## config.mk

```make
export PLATFORM = sky130hd
export DESIGN_NAME = acfm_controller
export DESIGN_NICKNAME = d
export VERILOG_FILES = /design/src/hdl/acfm_pkg.sv /design/src/hdl/acfm_controller.sv
export SDC_FILE = /design/constraint.sdc
export NUM_CORES = 1
export LEC_CHECK = 0
export BUFFER_PORTS_ARGS = -buffer_cell sky130_fd_sc_hd__buf_2
export CAP_MARGIN = 25
export CORE_ASPECT_RATIO = 1.1
export CORE_MARGIN = 5
export CORE_UTILIZATION = 30
export DETAILED_ROUTE_END_ITERATION = 12
export HOLD_SLACK_MARGIN = 0.06
export PLACE_DENSITY = 0.5
export SLEW_MARGIN = 20
export SYNTH_ARGS = -nofsm -noshare
export SYNTH_HDL_FRONTEND = slang
export SYNTH_SLANG_ARGS = --single-unit
```

## constraint.sdc

```tcl
create_clock -name clk -period 2.4 [get_ports clk]
set_input_delay 0.48 -clock clk [delete_from_list [all_inputs] [get_ports clk]]
set_output_delay 0.48 -clock clk [all_outputs]
set_load 0.02 [all_outputs]
```

## src/hdl/acfm_pkg.sv

```systemverilog
// shared types and constants for the aho-corasick first match unit
`default_nettype none

package acfm_pkg;

    localparam int NodeCountDefault   = 1024;
    localparam int OffsetWidthDefault = 32;
    localparam int IdWidth            = 10;

    typedef enum logic [1:0] {
        OP_START = 2'd0,
        OP_NODE  = 2'd1,
        OP_ROOT  = 2'd2,
        OP_TEXT  = 2'd3
    } op_t;

    typedef struct packed {
        logic [1:0]  op;
        logic [9:0]  entry_index;
        logic [15:0] term_code;
        logic [7:0]  node_depth;
        logic [7:0]  child_count;
        logic [9:0]  first_child;
        logic [9:0]  fail_node;
        logic [7:0]  in_label;
        logic [7:0]  root_target;
        logic [7:0]  text_byte;
        logic        text_last;
    } req_t;

    typedef struct packed {
        logic        found;
        logic [31:0] first_offset;
        logic [31:0] last_offset;
        logic [15:0] pattern_index;
    } res_t;

    // controller to datapath commands
    typedef struct packed {
        logic cap;        // capture request fields
        logic rd_cur;     // read node store at current node
        logic rd_child;   // read node store at child candidate
        logic rd_root;    // read root table at byte
        logic init_scan;  // set up child scan from current node entry
        logic next_child; // step child index
        logic take_child; // current := child candidate, consume byte
        logic take_root;  // current := root target, consume byte
        logic take_fail;  // current := fail link
        logic go_root;    // current := 0
        logic restart;    // start search
        logic set_done;
        logic emit_hit;
        logic emit_miss;
    } cmd_t;

    // datapath to controller status
    typedef struct packed {
        logic [1:0] op;
        logic       last;
        logic       done;
        logic       cur_root;
        logic       scan_end;
        logic       label_eq;
        logic       fail_zero;
        logic       fail_cap;
        logic       term_nz;
    } stat_t;

endpackage

`default_nettype wire

```

## src/hdl/acfm_controller.sv

```systemverilog
// controller: sequences store loads, child scans and fail walks
`default_nettype none

module acfm_controller (
    input  wire logic            clk,
    input  wire logic            rst_n,
    input  wire logic            start,
    input  wire acfm_pkg::stat_t stat,
    output acfm_pkg::cmd_t       cmd,
    output logic                 busy
);
    import acfm_pkg::*;

    typedef enum logic [10:0] {
        S_IDLE  = 11'b00000000001,
        S_DEC   = 11'b00000000010,
        S_CUR   = 11'b00000000100,
        S_RDCH  = 11'b00000001000,
        S_CHK   = 11'b00000010000,
        S_ROOT  = 11'b00000100000,
        S_FAIL  = 11'b00001000000,
        S_FTERM = 11'b00010000000,
        S_FCHK  = 11'b00100000000,
        S_FIN   = 11'b01000000000,
        S_TCHK  = 11'b10000000000
    } state_t;

    state_t state_reg, state_next;

    always_ff @(posedge clk or negedge rst_n)
    begin
        if (!rst_n)
        begin
            state_reg <= S_IDLE;
        end
        else
        begin
            state_reg <= state_next;
        end
    end

    // next state and commands
    always_comb
    begin
        state_next = state_reg;
        cmd        = '0;
        busy       = state_reg != S_IDLE;
        unique case (state_reg)
            S_IDLE:
            begin
                if (start)
                begin
                    cmd.cap    = 1'b1;
                    state_next = S_DEC;
                end
            end
            S_DEC:
            begin
                if (stat.op == OP_START)
                begin
                    cmd.restart = 1'b1;
                    state_next  = S_IDLE;
                end
                else if (stat.op != OP_TEXT || stat.done)
                begin
                    state_next = S_IDLE;
                end
                else if (stat.cur_root)
                begin
                    cmd.rd_root = 1'b1;
                    state_next  = S_ROOT;
                end
                else
                begin
                    cmd.rd_cur = 1'b1;
                    state_next = S_CUR;
                end
            end
            S_CUR:
            begin
                cmd.init_scan = 1'b1;
                state_next    = S_RDCH;
            end
            S_RDCH:
            begin
                if (stat.scan_end)
                begin
                    cmd.rd_cur = 1'b1;
                    state_next = S_FAIL;
                end
                else
                begin
                    cmd.rd_child   = 1'b1;
                    cmd.next_child = 1'b1;
                    state_next     = S_CHK;
                end
            end
            S_CHK:
            begin
                if (stat.label_eq)
                begin
                    cmd.take_child = 1'b1;
                    state_next     = S_FIN;
                end
                else
                begin
                    state_next = S_RDCH;
                end
            end
            S_ROOT:
            begin
                cmd.take_root = 1'b1;
                state_next    = S_FIN;
            end
            S_FAIL:
            begin
                if (stat.fail_zero || stat.fail_cap)
                begin
                    cmd.go_root = 1'b1;
                    cmd.rd_root = 1'b1;
                    state_next  = S_ROOT;
                end
                else
                begin
                    cmd.take_fail = 1'b1;
                    state_next    = S_FTERM;
                end
            end
            S_FTERM:
            begin
                // read the node the fail link led to
                cmd.rd_cur = 1'b1;
                state_next = S_FCHK;
            end
            S_FCHK:
            begin
                // terminal fail target reports at once, byte not consumed
                if (stat.term_nz)
                begin
                    cmd.emit_hit = 1'b1;
                    cmd.set_done = 1'b1;
                    state_next   = S_IDLE;
                end
                else
                begin
                    cmd.init_scan = 1'b1;
                    state_next    = S_RDCH;
                end
            end
            S_FIN:
            begin
                // byte consumed; the root is never checked for a term code
                if (stat.cur_root)
                begin
                    if (stat.last)
                    begin
                        cmd.emit_miss = 1'b1;
                        cmd.set_done  = 1'b1;
                    end
                    state_next = S_IDLE;
                end
                else
                begin
                    cmd.rd_cur = 1'b1;
                    state_next = S_TCHK;
                end
            end
            S_TCHK:
            begin
                // entry of the new current node is in the read register
                if (stat.term_nz)
                begin
                    cmd.emit_hit = 1'b1;
                    cmd.set_done = 1'b1;
                end
                else if (stat.last)
                begin
                    cmd.emit_miss = 1'b1;
                    cmd.set_done  = 1'b1;
                end
                state_next = S_IDLE;
            end
            default:
            begin
                state_next = S_IDLE;
            end
        endcase
    end

endmodule

`default_nettype wire

```

==> qor.yml <==
outcome:
  status: "finished, violations left"
  violations: "negative setup slack"
timing:
  slew_violations: 0
  slew_headroom: 0.745
  period_share: 1.05
  rsz0062_at_grt: "true"
  fin_ws_ps: -126
  worstMarginPinSlew_ps: 382
  fin_skew_ps: 7.21
  fin_crit_ps: 2530
  fmax_mhz: 396
  hold_viol_final: 0
  setup_violations: 3
die:
  row_count: 21
  core_sq_um: 3000
  ios: 28
  die_w_um: 62.7
  die-area_sq_um: 4260
  die_h_um: 68.0
  start_util: 0.306
logic_synthesis:
  ys_async_sr_fraction: 1.00
  yosysWarnings: 0
  synthSimpleGateAreaFrac: 0.434
  synth_commonest_cells: "nor2_1, dfrtp_1, nor3_1"
  ys.flop_type: "dfrtp_1"
  synth_cells: 109
  synth.cell_area_sq_um: 917
  yosysMostFrequentCell: "nor2_1"
  synth_seq_cells: 11
  synth.mux.area_fraction: 0
  synth_top_family_by_area: "simple AND/OR/NAND/NOR gates"
  synth_compound_area_frac: 0.169
  synth.area.top_cells: "dfrtp_1, nor4_4, nor2_1"
  avgSynthCellArea_sq_um: 8.41
  synthAdderAreaFrac: 0
  synth_top_area_cell: "dfrtp_1"
  synth_edf_count: 0
  yosysUniqueCellTypes: 41
  synth-xor-area-share: 0.0286
  synth_top_area_share: 0.273
  ys_seq_area_frac: 0.302
  synthesis.nets: 122
drt:
  antenna_left: 0
  drc: 0
  vias_per_cell: 5.33
  wl_per_cell_um: 14.5
  dr.pass1.iters: 4
  wl_um: 2690
  first_iter_violations: 38
  route.vias.total: 986
hold_path:
  min_path_type: "in2reg"
  worstHoldStart: "stat[2]"
  worstHoldPathCells: 2
  whs_endpoint: "state_reg[7]"
worst_setup_path:
  cp-end-kind: "output port"
  worst_r2r_path_depth: 6
  cp_max_fo: 6
  cp_num_buf_inv: 1
  worstPathRequired_ps: 1920
  crit_type: "reg2out"
  slowest_stage: "or4_4"
  crit_start: "state_reg[4]"
  cp_cell_sequence: "or4_4 > nor3b_4 > a21oi_2 > o221ai_2 > buf_4"
  max_stage_delay_ps: 620
  start_kind: "flop"
  r2r-end: "state_reg[10]"
  critical_path_arrival_ps: 2050
  r2r_start: "state_reg[4]"
  rrSetupSlack_ps: 630
  path_delay_family: "simple AND/OR/NAND/NOR gates"
cells_and_area:
  nets: 165
  areaGrowthSynthToFinish_pct: 40.5
  largest_reg_flops: 11
  fin_util: 0.430
  multi_input_area_sq_um: 628
  final_area_sq_um: 1290
  diodes: 0
  seq_area_sq_um: 280
  drive_gt1_frac: 0.464
  num-fill-cells: 324
clock_network:
  clockBufferDepth: 2
  clock_latency_ps: 280
  htree_levels: 1
  clk_pin_slew_ps: 80
  numCtsBuffers: 3
  cts_sinks: 11
  cts_tree: "built"
  cts_root_buf: "clkbuf_4"
place:
  io_buffers: 27
  dpl-instance-area_sq_um: 1110
  place_hpwl_um: 2000
  gp_congestion: 0.775
global_route:
  grt_max_degree: 12
  antenna_found_initial: 0
  grt_pass1_vias: 920
  track_usage: 0.131
  grt_pass1_wl_um: 4370
  grt_overflow: 0
job:
  maxCapViolCount: 0
power_and_ir_drop:
  powerDensity_nw_per_um2: 589
  irDropWorstVdd_mv: 0.385
  leakagePower_uw: 0.000607
-- worst max-delay path by stage --
stage | cells past startpoint | slack (ps) | to
after detailed placement | 5 | 110 | cmd[12]
after CTS | 5 | -120 | cmd[12]
final | 5 | -130 | cmd[12]
after global routing | 5 | -220 | cmd[12]
after global placement | 5 | 140 | cmd[12]
after floorplan | 4 | 60 | cmd[11]
-- final cells by class --
class                   instances  share of cell area
repair buffers                 46               0.229
clock inverters                 1             0.00388
flip-flops and latches         11               0.217
inverters                       4              0.0117
clock buffers                   3              0.0175
well taps                      34              0.0330
multi-input cells              86               0.487
-- where the power goes --
part	internal, uW	leakage (uW)	switching, uW
clock network	61.9	0.0000177	70.5
registers	207	0.000145	33.2
logic	193	0.000445	194
total	462	0.000607	297
-- repair_timing --
item                                    CTS  global route
buffers inserted                          6             5
resized for setup                        11             7
endpoints found under the hold margin     7             0
gates cloned                              0             0
pin swaps                                 6             3
hold buffers                              1             0
endpoints found under the setup margin   10            10
-- layer usage --
metal | global-route usage | vias to the layer above | share of wire
li1 | - | 483 | -
met1 | 0.147 | 467 | 0.42
met3 | 0.0443 | 4 | 0.068
met2 | 0.238 | 32 | 0.51
met5 | 0 | - | 0
met4 | 0.0345 | 0 | 0.0093
-- logic make-up after synthesis --
family                    Yosys count
xor gates and xnor gates            3
AOI/OAI and AO/OA                  22
DFF                                11
buffers and inverters              12
and+or+nand+nor                    61
-- stage by stage --
step / worst slack (ps) / hold slack [ps] / total power, uW / cells / setup TNS, ps
global route: -216 / 356 / 812 / 185 / -777
floorplan: 57.9 / 184 / 448 / 109 / 0
finish: -126 / 370 / 759 / 185 / -216
global placement: 141 / 368 / 529 / 169 / 0
CTS: -121 / 359 / 717 / 180 / -335
detailed placement: 106 / 371 / 527 / 169 / 0
-- cells in the final DEF, fill, tap and decap left out, types with 2 or more instances in the layout --
master,Yosys,final
a21o_1,2,2
a21oi_1,5,5
and2_1,2,2
buf_2,1,24
buf_4,2,19
buf_6,1,2
clkbuf_4,0,3
dfrtp_1,10,7
dfrtp_2,0,3
inv_1,4,4
nand2_1,5,5
nand2b_1,3,3
nand3_1,5,5
nand3b_1,2,2
nand4_1,2,2
nor2_1,11,9
nor2b_1,4,4
nor3_1,7,6
nor3b_1,2,2
nor4_1,4,2
nor4_2,0,2
nor4_4,2,2
o211ai_1,3,3
o21ai_0,5,5
or3_1,3,2
or4_4,1,2
xor2_1,2,2
Power figures use the tool's default switching activity.
